File: src/sv/fms_pkg.sv
package fms_pkg;

    typedef enum logic [3:0] {
        ST_BOOT      = 4'd0,
        ST_SELFCHECK = 4'd1,
        ST_IDLE      = 4'd2,
        ST_PRIMED    = 4'd3,
        ST_TAKEOFF   = 4'd4,
        ST_STABILIZE = 4'd5,
        ST_HOLD_ALT  = 4'd6,
        ST_HOLD_POS  = 4'd7,
        ST_ROUTE     = 4'd8,
        ST_DESCENT   = 4'd9,
        ST_SAFE_STOP = 4'd10
    } state_t;

    typedef enum logic [2:0] {
        MODE_TAKEOFF   = 3'd0,
        MODE_STABILIZE = 3'd1,
        MODE_ALT_HOLD  = 3'd2,
        MODE_POS_HOLD  = 3'd3,
        MODE_LANDING   = 3'd4
    } mode_t;

    localparam logic [3:0] EV_NONE      = 4'd0;
    localparam logic [3:0] EV_INIT_DONE = 4'd1;
    localparam logic [3:0] EV_TESTS_OK  = 4'd2;
    localparam logic [3:0] EV_ERR       = 4'd3;
    localparam logic [3:0] EV_ARM       = 4'd4;
    localparam logic [3:0] EV_TAKEOFF   = 4'd5;
    localparam logic [3:0] EV_LANDED    = 4'd6;
    localparam logic [3:0] EV_EXCEPT    = 4'd7;
    localparam logic [3:0] EV_ALT_HOLD  = 4'd8;
    localparam logic [3:0] EV_POS_HOLD  = 4'd9;
    localparam logic [3:0] EV_STABILIZE = 4'd10;
    localparam logic [3:0] EV_LAND      = 4'd11;
    localparam logic [3:0] EV_MISSION   = 4'd12;
    localparam logic [3:0] EV_ABORT     = 4'd13;
    localparam logic [3:0] EV_MISSION_DONE = 4'd14;

    localparam logic [1:0] CFG_TAKEOFF_HEIGHT = 2'd0;
    localparam logic [1:0] CFG_ALT_TOLERANCE  = 2'd1;
    localparam logic [1:0] CFG_BATT_CRITICAL  = 2'd2;
    localparam logic [1:0] CFG_BATT_LOW       = 2'd3;

    localparam logic [15:0] TAKEOFF_HEIGHT_RST = 16'd100;
    localparam logic [15:0] ALT_TOLERANCE_RST  = 16'd10;
    localparam logic [13:0] BATT_CRITICAL_RST  = 14'd1000;
    localparam logic [13:0] BATT_LOW_RST       = 14'd2000;

    localparam logic signed [20:0] ALT_MAX = 21'sd524287;

    typedef struct packed {
        logic [15:0] takeoff_height_cm;
        logic [15:0] altitude_tolerance_cm;
        logic [13:0] battery_critical_level;
        logic [13:0] battery_low_level;
    } cfg_t;

    // s_tdata layout, lowest bits last
    typedef struct packed {
        logic [1:0]         pad;
        logic [13:0]        battery_level;
        logic signed [19:0] altitude_cm;
        logic [3:0]         event_code;
    } in_data_t;

    typedef struct packed {
        logic     event_valid;
        in_data_t data;
    } in_item_t;

    // m_tdata layout, lowest bits last
    typedef struct packed {
        logic               state_changed;
        logic signed [19:0] target_altitude;
        logic               battery_low;
        logic               warning_flag;
        logic               motors_on;
        logic               armed_flag;
        mode_t              flight_mode;
        state_t             flight_state;
    } out_item_t;

    typedef struct packed {
        state_t             state;
        mode_t              mode;
        logic               tests_ok;
        logic               armed;
        logic               motors;
        logic               warning;
        logic signed [19:0] target;
    } ctx_t;

    typedef struct packed {
        logic advance;
    } in_ctl_t;

    function automatic ctx_t fms_handle(input ctx_t s, input logic [3:0] ev,
                                        input logic signed [19:0] alt,
                                        input logic [13:0] batt, input cfg_t c);
        ctx_t               r;
        logic               fault;
        logic signed [20:0] sum;
        logic signed [20:0] diff;
        logic [20:0]        mag;
        logic               near;
        r     = s;
        fault = (ev == EV_ERR) || (ev == EV_EXCEPT);
        sum   = $signed({alt[19], alt}) + $signed({5'b0, c.takeoff_height_cm});
        diff  = $signed({alt[19], alt}) - $signed({s.target[19], s.target});
        mag   = diff[20] ? 21'(-diff) : 21'(diff);
        near  = mag < {5'b0, c.altitude_tolerance_cm};
        unique case (s.state)
            ST_BOOT:
            begin
                if (ev == EV_NONE || ev == EV_INIT_DONE) r.state = ST_SELFCHECK;
            end
            ST_SELFCHECK:
            begin
                if (ev == EV_TESTS_OK)
                begin
                    r.tests_ok = 1'b1;
                    r.state    = ST_IDLE;
                end
                if (ev == EV_ERR) r.state = ST_SAFE_STOP;
            end
            ST_IDLE:
            begin
                if (ev == EV_ARM && s.tests_ok && batt > c.battery_critical_level)
                begin
                    r.armed  = 1'b1;
                    r.motors = 1'b1;
                    r.state  = ST_PRIMED;
                end
                if (ev == EV_ERR) r.state = ST_SAFE_STOP;
            end
            ST_PRIMED:
            begin
                if (ev == EV_TAKEOFF)
                begin
                    r.target = (sum > ALT_MAX) ? ALT_MAX[19:0] : sum[19:0];
                    r.state  = ST_TAKEOFF;
                end
                if (ev == EV_ARM || ev == EV_ERR)
                begin
                    r.armed  = 1'b0;
                    r.motors = 1'b0;
                    r.state  = ST_IDLE;
                end
                if (ev == EV_ERR) r.state = ST_SAFE_STOP;
            end
            ST_TAKEOFF:
            begin
                if (near)
                begin
                    r.mode  = MODE_ALT_HOLD;
                    r.state = ST_HOLD_ALT;
                end
                if (ev == EV_LANDED)
                begin
                    r.armed  = 1'b0;
                    r.motors = 1'b0;
                    r.state  = ST_IDLE;
                end
                if (fault) r.state = ST_SAFE_STOP;
            end
            ST_STABILIZE, ST_HOLD_ALT, ST_HOLD_POS:
            begin
                if (ev == EV_STABILIZE && s.state != ST_STABILIZE)
                begin
                    r.mode  = MODE_STABILIZE;
                    r.state = ST_STABILIZE;
                end
                if (ev == EV_ALT_HOLD && s.state != ST_HOLD_ALT)
                begin
                    r.mode  = MODE_ALT_HOLD;
                    r.state = ST_HOLD_ALT;
                end
                if (ev == EV_POS_HOLD && s.state != ST_HOLD_POS)
                begin
                    r.mode  = MODE_POS_HOLD;
                    r.state = ST_HOLD_POS;
                end
                if (ev == EV_MISSION && s.state == ST_HOLD_POS) r.state = ST_ROUTE;
                if (ev == EV_LAND || fault || (ev == EV_ABORT && s.state == ST_HOLD_POS))
                begin
                    r.mode  = MODE_LANDING;
                    r.state = ST_DESCENT;
                end
            end
            ST_ROUTE:
            begin
                if (ev == EV_MISSION_DONE || ev == EV_ABORT || fault)
                begin
                    r.mode  = MODE_LANDING;
                    r.state = ST_DESCENT;
                end
            end
            ST_DESCENT:
            begin
                if (fault) r.mode = MODE_LANDING;
            end
            ST_SAFE_STOP:
            begin
                r.warning = 1'b1;
                r.motors  = 1'b0;
                if (ev == EV_INIT_DONE)
                begin
                    r.armed = 1'b0;
                    r.state = ST_IDLE;
                end
            end
            default:
            begin
                r = s;
            end
        endcase
        return r;
    endfunction

endpackage

File: src/sv/fms_cfg_regs.sv
module fms_cfg_regs (
    input  logic          clk,
    input  logic          rst_n,
    input  logic          cfg_valid,
    output logic          cfg_ready,
    input  logic [1:0]    cfg_index,
    input  logic [15:0]   cfg_data,
    output fms_pkg::cfg_t cfg
);
    import fms_pkg::*;

    cfg_t cfg_reg;

    assign cfg_ready = 1'b1;
    assign cfg       = cfg_reg;

    always_ff @(posedge clk or negedge rst_n)
    begin
        if (!rst_n)
        begin
            cfg_reg.takeoff_height_cm      <= TAKEOFF_HEIGHT_RST;
            cfg_reg.altitude_tolerance_cm  <= ALT_TOLERANCE_RST;
            cfg_reg.battery_critical_level <= BATT_CRITICAL_RST;
            cfg_reg.battery_low_level      <= BATT_LOW_RST;
        end
        else if (cfg_valid)
        begin
            unique case (cfg_index)
                CFG_TAKEOFF_HEIGHT: cfg_reg.takeoff_height_cm      <= cfg_data;
                CFG_ALT_TOLERANCE:  cfg_reg.altitude_tolerance_cm  <= cfg_data;
                CFG_BATT_CRITICAL:  cfg_reg.battery_critical_level <= cfg_data[13:0];
                CFG_BATT_LOW:       cfg_reg.battery_low_level      <= cfg_data[13:0];
                default:            cfg_reg                        <= cfg_reg;
            endcase
        end
    end

endmodule

File: src/sv/fms_in_reg.sv
module fms_in_reg (
    input  logic              clk,
    input  logic              rst_n,
    input  logic              s_tvalid,
    output logic              s_tready,
    input  logic [39:0]       s_tdata,
    input  logic              s_tuser,
    input  fms_pkg::in_ctl_t  ctl,
    output logic              item_valid,
    output fms_pkg::in_item_t item
);
    import fms_pkg::*;

    logic     vld_reg;
    logic     vld_next;
    in_item_t item_reg;

    assign s_tready   = !vld_reg || ctl.advance;
    assign vld_next   = s_tvalid || (vld_reg && !ctl.advance);
    assign item_valid = vld_reg;
    assign item       = item_reg;

    always_ff @(posedge clk or negedge rst_n)
    begin
        if (!rst_n)
        begin
            vld_reg <= 1'b0;
        end
        else if (s_tready)
        begin
            vld_reg <= vld_next;
        end
    end

    always_ff @(posedge clk)
    begin
        if (s_tvalid && s_tready)
        begin
            item_reg <= {s_tuser, in_data_t'(s_tdata)};
        end
    end

endmodule

File: src/sv/fms_core.sv
module fms_core (
    input  logic              clk,
    input  logic              rst_n,
    input  fms_pkg::cfg_t     cfg,
    input  logic              item_valid,
    input  fms_pkg::in_item_t item,
    output fms_pkg::in_ctl_t  ctl,
    output logic              m_tvalid,
    input  logic              m_tready,
    output logic [31:0]       m_tdata
);
    import fms_pkg::*;

    ctx_t      ctx_reg;
    ctx_t      ctx_mid;
    ctx_t      ctx_next;
    logic      out_vld_reg;
    out_item_t out_reg;
    out_item_t out_next;
    logic      critical;
    logic      advance;

    assign advance     = item_valid && (!out_vld_reg || m_tready);
    assign ctl.advance = advance;

    // battery abort first, then the beat's own event
    always_comb
    begin
        critical = (item.data.battery_level < cfg.battery_critical_level)
                && (ctx_reg.state >= ST_PRIMED) && (ctx_reg.state <= ST_ROUTE);
        ctx_mid  = critical ? fms_handle(ctx_reg, EV_EXCEPT, item.data.altitude_cm,
                                         item.data.battery_level, cfg) : ctx_reg;
        ctx_next = item.event_valid ? fms_handle(ctx_mid, item.data.event_code,
                                                 item.data.altitude_cm,
                                                 item.data.battery_level, cfg) : ctx_mid;
        out_next.flight_state    = ctx_next.state;
        out_next.flight_mode     = ctx_next.mode;
        out_next.armed_flag      = ctx_next.armed;
        out_next.motors_on       = ctx_next.motors;
        out_next.warning_flag    = ctx_next.warning;
        out_next.battery_low     = item.data.battery_level <= cfg.battery_low_level;
        out_next.target_altitude = ctx_next.target;
        out_next.state_changed   = ctx_next.state != ctx_reg.state;
    end

    always_ff @(posedge clk or negedge rst_n)
    begin
        if (!rst_n)
        begin
            ctx_reg.state    <= ST_BOOT;
            ctx_reg.mode     <= MODE_TAKEOFF;
            ctx_reg.tests_ok <= 1'b0;
            ctx_reg.armed    <= 1'b0;
            ctx_reg.motors   <= 1'b0;
            ctx_reg.warning  <= 1'b0;
            ctx_reg.target   <= '0;
            out_vld_reg      <= 1'b0;
        end
        else
        begin
            if (advance)
            begin
                ctx_reg <= ctx_next;
            end
            if (advance)
            begin
                out_vld_reg <= 1'b1;
            end
            else if (m_tready)
            begin
                out_vld_reg <= 1'b0;
            end
        end
    end

    always_ff @(posedge clk)
    begin
        if (advance)
        begin
            out_reg <= out_next;
        end
    end

    assign m_tvalid = out_vld_reg;
    assign m_tdata  = out_reg;

endmodule

File: src/sv/flight_mode_supervisor.sv
// channel   | dir | beat fields
// s_*       | in  | tuser: event_valid; tdata: event_code, altitude_cm, battery_level
// m_*       | out | tdata: flight_state .. state_changed
// cfg_*     | in  | cfg_index selects register, cfg_data is the value
//
// one beat per cycle sustained while m_tready stays high; a result is offered once its input
// beat has passed the input register and then the state update into the result register
// reset loads the register defaults and puts the supervisor in boot
// with m_tready low the result holds, one more beat waits in the input
// register, then s_tready drops
module flight_mode_supervisor (
    input  logic        clk,
    input  logic        rst_n,
    input  logic        s_tvalid,
    output logic        s_tready,
    input  logic [39:0] s_tdata,   // event_code, altitude_cm, battery_level, 2 pad bits
    input  logic        s_tuser,   // event_valid
    output logic        m_tvalid,
    input  logic        m_tready,
    output logic [31:0] m_tdata,   // flight_state, flight_mode, armed_flag, motors_on,
                                   // warning_flag, battery_low, target_altitude,
                                   // state_changed
    input  logic        cfg_valid,
    output logic        cfg_ready,
    input  logic [1:0]  cfg_index,
    input  logic [15:0] cfg_data
);
    import fms_pkg::*;

    cfg_t     cfg;
    in_ctl_t  ctl;
    logic     item_valid;
    in_item_t item;

    fms_cfg_regs u_cfg_regs (
        .clk       (clk),
        .rst_n     (rst_n),
        .cfg_valid (cfg_valid),
        .cfg_ready (cfg_ready),
        .cfg_index (cfg_index),
        .cfg_data  (cfg_data),
        .cfg       (cfg)
    );

    fms_in_reg u_in_reg (
        .clk        (clk),
        .rst_n      (rst_n),
        .s_tvalid   (s_tvalid),
        .s_tready   (s_tready),
        .s_tdata    (s_tdata),
        .s_tuser    (s_tuser),
        .ctl        (ctl),
        .item_valid (item_valid),
        .item       (item)
    );

    fms_core u_core (
        .clk        (clk),
        .rst_n      (rst_n),
        .cfg        (cfg),
        .item_valid (item_valid),
        .item       (item),
        .ctl        (ctl),
        .m_tvalid   (m_tvalid),
        .m_tready   (m_tready),
        .m_tdata    (m_tdata)
    );

endmodule

File: config.mk
export PLATFORM = sky130hd
export DESIGN_NAME = flight_mode_supervisor
export DESIGN_NICKNAME = d
export VERILOG_FILES = /design/src/sv/fms_pkg.sv /design/src/sv/fms_cfg_regs.sv /design/src/sv/fms_in_reg.sv /design/src/sv/fms_core.sv /design/src/sv/flight_mode_supervisor.sv
export SDC_FILE = /design/constraint.sdc
export NUM_CORES = 1
export LEC_CHECK = 0
export ABC_AREA = 1
export BUFFER_PORTS_ARGS = -buffer_cell sky130_fd_sc_hd__buf_2
export CORE_AREA = 2 2 167 169
export DETAILED_ROUTE_END_ITERATION = 10
export DIE_AREA = 0 0 169 171
export HOLD_SLACK_MARGIN = 0.02
export PLACE_DENSITY_LB_ADDON = 0.1
export REMOVE_ABC_BUFFERS = 1
export SETUP_SLACK_MARGIN = 0.2
export SLEW_MARGIN = 5
export SYNTH_ARGS = -nofsm -noshare
export SYNTH_HDL_FRONTEND = slang
export SYNTH_SLANG_ARGS = --single-unit
File: constraint.sdc
create_clock -name clk -period 5 [get_ports clk]
set_input_delay 0.75 -clock clk [delete_from_list [all_inputs] [get_ports clk]]
set_output_delay 0.75 -clock clk [all_outputs]
set_load 0.005 [all_outputs]
## Word-level counts from Yosys, hierarchy flattened

Index checks and enable logic that the tools add are counted.

| word-level totals | value |
|---|---|
| register bits after elaboration | 164 |
| input bits | 64 |
| output and inout port bits | 35 |
| word-level logic and storage cells | 154 |

| cells by class | value |
|---|---|
| add/sub/neg operators | 5 |
| $lt $le $gt $ge | 8 |
| equality and inequality tests | 38 |
| mux-type cells | 42 |
| reduce and logical (&&, ||, !) cells | 36 |

Operators with widths:

| kind | number |
|---|---|
| $mux 31 | 2 |
| $mux 20 | 3 |
| $eq 4x4->1 const B | 13 |
| $eq 4x3->1 const B | 12 |
| $mux 4 | 12 |
| $lt 21x16->1 | 2 |
| $mux 21 | 2 |
| $mux 7 | 6 |
| $neg 21->21 | 2 |
| $sub 20x20->21 | 2 |
| $pmux 4 s8 | 1 |
| $add 20x17->21 | 1 |
| $gt 21x20->1 const B | 1 |
| $eq 4x2->1 const B | 4 |
| $gt 14x14->1 | 1 |
| $le 14x14->1 | 1 |
| $lt 14x14->1 | 1 |
| $logic_and 1x1->1 | 12 |
| $ne 4x3->1 const B | 3 |
| $pmux 3 s4 | 1 |
| $logic_or 1x1->1 | 10 |
| $eq 4x1->1 const B | 2 |
| $logic_not 4->1 | 2 |
| $mux 2 | 4 |
| 17 further kinds | 29 |

## Depth between registers and ports, before layout

Gate-level depths: netlist of the first run.

| depth | value |
|---|---|
| depth in word-level cells | 17 |
| mapped depth | 42 |
| mapped depth without buffers | 42 |

## Hierarchy

Synthesis of the first run repeated with hierarchy kept, for this count alone.

| unflattened totals | value |
|---|---|
| cells, all modules | 1409 |
| area total of the unflattened synthesis | 10990.5 µm² |

Modules (own cells, without submodules):

| module | instances | cells each | area an instance (µm²) | seq. area each (µm²) |
|---|---|---|---|---|
| fms_core | 1 | 1092 | 7220.7 | 1761.7 |
| fms_cfg_regs | 1 | 270 | 2493.6 | 1522.7 |
| fms_in_reg | 1 | 47 | 1276.2 | 1256.2 |

## Least setup slack after synthesis of the first run

OpenSTA, ideal clock, no wires.

| timing path | value |
|---|---|
| kind | register to register |
| from | reg u_in_reg.item_reg (netlist bit u_in_reg.item[4]) |
| to | reg u_core.out_reg (netlist bit u_core.m_tdata[31]) (data pin) |
| setup time | 0.254 ns |
| arrival time | 3.810 ns |
| required time | 4.746 ns |
| setup slack | 0.936 ns |
| stages on the path, launching flop included | 39 |
| buffers on the path | 1 |
| clock period less this slack | 4.064 ns |
| cell sequence | edfxtp_1 > inv_1 > ha_1 > fa_1 > inv_1 > nand2_2 > nand2_2 > nand3_2 > nand2_2 > nand2_2 > nand2_2 > nand2_2 > nand3_1 > nand2_4 > inv_6 > buf_8 > nand2_1 > xnor2_1 > (+3 left out) > inv_1 > nand3_1 > inv_1 > nand2_1 > o2111ai_1 > nand3_1 > nand2_1 > a21oi_1 > nand3_1 > nor2_2 > nand2_2 > nor3b_2 > o21ai_2 > nand2_2 > clkinv_2 > nand2_1 > nand2_1 > nand2_1 |

RTL lines:

| what | RTL line | source |
|---|---|---|
| start: declaration | fms_in_reg.sv:16 | `in_item_t item_reg;` |
| start signal: assignment | fms_in_reg.sv:39 | `item_reg <= {s_tuser, in_data_t'(s_tdata)};` |
| end signal: assignment | fms_core.sv:80 | `out_reg <= out_next;` |
| end: declaration | fms_core.sv:18 | `out_item_t out_reg;` |

==> results.json, run 1 <==
{
  "status": "complete, no violations",
  "syn-instance-count": 1372,
  "switching_share_pct": 42.4,
  "critPathLaunchType": "register",
  "min_period_ns": 4.40,
  "synth_edf_count": 71,
  "ir_drop_uv": 213,
  "hold_viol_final": 0,
  "finalSetupViolCount": 0,
  "clock-root-buffer": "clkbuf_16",
  "routed_via_density": 4.86,
  "die-area_um2": 28900,
  "p_per_area_nw_per_um2": 499,
  "grt_pass1_vias": 8647,
  "critical_path_required_ns": 5.18,
  "layout.nets": 1621,
  "cts_tree": "done",
  "start_util_pct": 39.1,
  "cp.arrival_ns": 4.58,
  "rsz0062_at_grt": "false",
  "max_freq_ghz": 0.227,
  "finish.utilization_pct": 45.1,
  "yosys_register_bits": 164,
  "wirelength_um": 28100,
  "ant_nets": 0,
  "largest_reg_flops": 60,
  "p_leak_nw": 6.20,
  "fin_crit_sh_pct": 88.0,
  "antenna_found_initial": 0,
  "drive_gt1_share_pct": 16.6,
  "slowest_delay_ns": 0.40,
  "gp_congestion": 0.894,
  "clk_latency_ns": 0.44,
  "final_common_cell": "nand2_1",
  "skew_ns": 0.0187,
  "postCtsHoldBufs": 0,
  "area_delta_synth_final_pct": 15.4,
  "fill_cells": 2773,
  "htreeDepth": 4,
  "fin_tns_setup_ns": 0,
  "yosysWarnings": 0,
  "dp_worst_setup_slack_ns": 0.303,
  "io_pins": 99,
  "internal_power_mw": 3.55,
  "cp_slowest_cell": "dfrtp_1",
  "grt_pass1_wl_um": 44900,
  "routed-via-count": 8922,
  "cts.sinks": 164,
  "place_hpwl_um": 21800,
  "setup_ws_ns": 0.600,
  "p_total_mw": 6.16,
  "die_y_um": 171,
  "std_cell_rows": 61,
  "worst_pin_slew_ns": 1.00,
  "grt_max_degree": 58,
  "ys_seq_area_share_pct": 41.9,
  "synthFlopType": "dfrtp_1",
  "placed_cells": 1794,
  "final_cell_mix": "356 x nand2_1, 231 x inv_1, 107 x o21ai_0",
  "grt_util_all_layers_pct": 20.0,
  "clk_pin_slew_ns": 0.07,
  "ys_types": 56,
  "final_cell_count_no_fill": 1834,
  "coreArea_um2": 27300,
  "hold_ws_ns": 0.406,
  "numPortBuffers": 95,
  "max-clock-path-buffers": 2,
  "drc_errors": 0,
  "cts-buffers-inserted": 17,
  "netlist_area_um2": 10700,
  "path_class": "register to register",
  "syn_avg_cell_area_um2": 7.79,
  "drv_slew": 0,
  "hp-class": "input port to async pin",
  "place_area_um2": 11500,
  "gr-total-overflow": 0,
  "wl_per_cell_um": 15.3,
  "firstDrtPassIters": 6,
  "critPathCaptureType": "register",
  "p_seq_share_pct": 30.4,
  "final_cell_area_um2": 12300,
  "p_comb_share_pct": 47.5,
  "relSlewSlack_pct": 32.8,
  "drt_iter0_markers": 475,
  "antenna_cells": 0,
  "async_flop_share_pct": 56.7,
  "clkPwrFrac_pct": 22.2,
  "path_max_fanout": 5,
  "die_w_um": 169,
  "drv_cap": 0,
  "switchingPower_mw": 2.62,
  "critPathMostFrequentCell": "nand2_2"
}
## cell usage after synthesis (all sizes together), types with 3 or more instances
cell type,count,area (um^2)
o211ai,4,30.0
dfrtp,76,1900
nor2,101,432
and2,3,21.3
nand3b,6,45.0
a21oi,64,324
ha,80,1000
xor2,14,123
a21boi,4,33.8
o22ai,3,18.8
nand2,390,1550
clkbuf,16,60.1
nand3,76,420
nor3,10,50.1
inv,241,910
edfxtp,71,2130
xnor2,12,105
o31ai,5,37.5
dfstp,17,447
nand4,20,125
buf,8,58.8
o21ai,125,641
a31oi,5,31.3
## what timing repair did
item,CTS,global route
setup endpoints to repair,0,8
hold endpoints to repair,0,0
setup buffers,0,7
resized for setup,0,33
## routing by layer
metal  track usage (%)  wire length (um)  vias up
met3              3.59              1080       47
met2              33.7             13100      163
met5                 0                 0        -
met4              8.03               913        0
met1              25.7             13000     4061
li1                  -                 -     4651
## cell families after synthesis
kind of cell,count (synthesis),synth area share [%]
buffers and inverters,266,9.67
AOI/OAI and AO/OA,223,11.4
xor gates and xnor gates,26,2.13
and+or+nand+nor,610,25.1
other,1,0.0351
adders and majority gates,82,9.74
DFF,164,41.9
## worst paths after layout
path	from	end	slack, ns	cells past startpoint
worst max-delay path	u_core.ctx_reg[0]	u_core.m_tdata[31]	0.60	37
worst min-delay path	rst_n	u_core.ctx_reg[19]	0.41	1
worst max register to register	u_core.ctx_reg[0]	u_core.m_tdata[31]	0.60	37
worst min register to register	u_core.ctx_reg[20]	u_core.ctx_reg[20]	0.46	2
max in group asynchronous	rst_n	u_cfg_regs.cfg[19]	3.57	2
min in group clk	u_core.ctx_reg[20]	u_core.ctx_reg[20]	0.46	2
## critical path, delay by kind of cell (launching register included)
family / cells / cell delay (ns)
buffers and inverters: 5 / 0.28
adders and majority gates: 3 / 0.84
DFF: 1 / 0.40
and+or+nand+nor: 25 / 2.13
AOI/OAI and AO/OA: 3 / 0.35
xor gates and xnor gates: 1 / 0.11
## cell type report
cell class	instances	area [um^2]	share of cell area [%]
Clock buffer	22	497	4.03
Clock inverter	10	109	0.883
Inverter	242	922	7.48
Multi-Input combinational cell	943	5330	43.2
Sequential cell	164	4480	36.3
Tap cell	346	433	3.51
Timing Repair Buffer	107	568	4.61
## power by group through the flow
stage	registers, mW	logic (mW)	clock network [mW]
6_report	1.87	2.92	1.37
5_1_grt	1.90	3.37	1.46
4_1_cts	1.87	2.79	1.41
3_5_place_dp	1.89	2.77	0
3_3_place_gp	1.89	2.75	0
2_1_floorplan	1.85	2.06	0
Note: power is estimated with default switching activity, not from simulation.
==> run 2, diff against run 1 <==
Settings changed: ABC_AREA 1 to not set.
==> run 2 against run 1 <==
Combinational power down 15%; routed wire length down 2.6%; power down 7.2%; sequential cell count unchanged.
==> results.json, run 2 <==
{
  "final-seq-area_um2": 4480,
  "fin_tns_setup_ns": 0,
  "clock-root-buffer": "clkbuf_16",
  "final_cell_count_no_fill": 1594,
  "async_flop_share_pct": 56.7,
  "ys_types": 83,
  "place_hpwl_um": 20000,
  "critPathCaptureType": "register",
  "rsz0062_at_grt": "true",
  "fill_cells": 2708,
  "multi_input_area_um2": 5940,
  "gr-total-overflow": 0,
  "cp.arrival_ns": 5.05,
  "syn-instance-count": 1108,
  "reg2reg_slack_ns": 0.27,
  "critPathLaunchType": "register",
  "drive_gt1_share_pct": 26.0,
  "drt_iter0_markers": 537,
  "cts.sinks": 164,
  "netlist_area_um2": 10700,
  "critical_path_required_ns": 5.31,
  "start_util_pct": 39.2,
  "firstDrtPassIters": 5,
  "finalSetupViolCount": 0,
  "cts_tree": "done",
  "coreArea_um2": 27300,
  "synth_top_area_share_pct": 19.9,
  "drv_cap": 0,
  "routed_via_density": 5.40,
  "grt_util_all_layers_pct": 19.5,
  "htreeDepth": 4,
  "grt_max_degree": 68,
  "grt_pass1_wl_um": 44000,
  "clk_pin_slew_ns": 0.08,
  "max_freq_ghz": 0.211,
  "synth_area_leaders": "edfxtp_1 20%, dfrtp_1 18%, ha_1 9.3%",
  "finish.utilization_pct": 46.6,
  "synth_edf_count": 71,
  "p_leak_nw": 5.41,
  "synthFlopType": "dfrtp_1",
  "syn_avg_cell_area_um2": 9.68,
  "die_w_um": 169,
  "die-area_um2": 28900,
  "ir_drop_uv": 243,
  "fin_crit_sh_pct": 94.7,
  "relSlewSlack_pct": 26.6,
  "worst_pin_slew_ns": 1.10,
  "p_per_area_nw_per_um2": 449,
  "ys_top_cells_by_count": "102 x a21oi_1, 102 x nor2_1, 84 x inv_1",
  "hold_viol_final": 0,
  "ant_nets": 0,
  "grt_pass1_vias": 8313,
  "status": "complete, no violations",
  "gp_congestion": 0.894,
  "std_cell_rows": 61,
  "final_cell_mix": "100 x nor2_1, 96 x a21oi_1, 94 x buf_2",
  "reg2reg_from": "u_in_reg.item[4]",
  "drc_errors": 0,
  "numPortBuffers": 95,
  "max-clock-path-buffers": 2,
  "path_max_fanout": 4,
  "reg2reg_depth": 25,
  "final_common_cell": "nor2_1",
  "largest_reg_flops": 60,
  "p_total_mw": 5.71,
  "yosysWarnings": 0,
  "wl_per_cell_um": 17.2,
  "wirelength_um": 27400,
  "routed-via-count": 8614,
  "skew_ns": 0.0159,
  "die_y_um": 171,
  "placed_cells": 1559,
  "rr_endpoint": "u_core.ctx_reg[26]",
  "clk_latency_ns": 0.44,
  "antenna_found_initial": 0,
  "area_delta_synth_final_pct": 18.8,
  "layout.nets": 1381,
  "hold_ws_ns": 0.412,
  "hp-class": "input port to async pin",
  "path_class": "register to register",
  "antenna_cells": 0,
  "synth_top_cell_by_area": "edfxtp_1",
  "drv_slew": 0,
  "io_pins": 99,
  "min_period_ns": 4.73,
  "ys_seq_area_share_pct": 41.8,
  "yosys_register_bits": 164,
  "cts-buffers-inserted": 17
}
[run 2: routing by layer]
layer	vias to the layer above	wire length (um)	track usage, %
met4	0	350	5.28
met1	4121	13100	26.6
met5	-	0	0
met3	18	981	2.91
met2	173	13000	32.4
li1	4302	-	-
[run 2: power breakdown]
part	internal (mW)	leakage, nW	total (mW)	switching (mW)
registers	1.68	1.80	1.88	0.195
clock network	0.688	0.300	1.37	0.684
logic	1.10	3.31	2.47	1.37
total	3.46	5.41	5.71	2.25
[run 2: worst max-delay path by stage]
stage,from,endpoint,slack [ns],depth (start not counted)
after floorplan,u_in_reg.item[17],u_core.m_tdata[31],0.19,18
after global placement,u_in_reg.item[4],u_core.m_tdata[31],-0.17,24
after detailed placement,u_in_reg.item[4],u_core.m_tdata[31],-0.23,24
after CTS,u_in_reg.item[4],u_core.ctx_reg[26],0.21,25
after global routing,u_core.ctx_reg[3],u_core.ctx_reg[26],-0.03,24
final,u_in_reg.item[4],u_core.ctx_reg[26],0.27,25
[run 2: per-stage QoR]
step	area (um^2)	worst slack, ns
floorplan	10500	0.190
global placement	11900	-0.166
detailed placement	11900	-0.233
CTS	12600	0.206
global route	12700	-0.0310
finish	12700	0.267
[run 2: cells by family (layout without fill, tap and decap cells)]
group	after synthesis	in the layout	share of synthesized area, %
other	1	1	0.0350
and+or+nand+nor	309	309	14.2
DFF	164	164	41.8
muxes	63	63	6.64
AOI/OAI and AO/OA	310	310	18.9
adders and majority gates	82	82	9.71
buffers and inverters	133	273	4.92
xor gates and xnor gates	46	46	3.76
[run 2: timing repair]
| item | 4_1_cts | 5_1_grt |
|---|---|---|
| gates resized for setup | 11 | 35 |
| setup endpoints to repair | 9 | 9 |
| hold buffers | 0 | 0 |
| setup buffers | 2 | 1 |
| gates cloned | 0 | 0 |
| pin swaps | 6 | 15 |
[run 2: area by class of cell]
type,count,area share (%)
clock buffers,17,3.34
clock inverters,15,1.56
inverters,84,2.47
multi-input cells,811,46.7
flip-flops and latches,164,35.2
well taps,346,3.40
repair buffers,157,7.40
[run 2: critical path, stage by stage, from the launching register on]
cell and delay (ns):
edfxtp_1 0.37, inv_2 0.06, ha_4 0.16, fa_2 0.34
nand2b_4 0.16, a21oi_4 0.17, o21bai_4 0.10, a2111oi_4 0.30
buf_4 0.17, o31ai_2 0.06, a21oi_1 0.14, buf_4 0.16
nor2_2 0.04, xnor2_1 0.12, ha_1 0.30, a21o_1 0.18
a31oi_1 0.13, o21a_1 0.19, o21ai_4 0.08, a221o_1 0.33
a2111oi_4 0.21, a32oi_1 0.12, buf_4 0.17, a311oi_2 0.19
o22ai_2 0.12, mux2_4 0.27
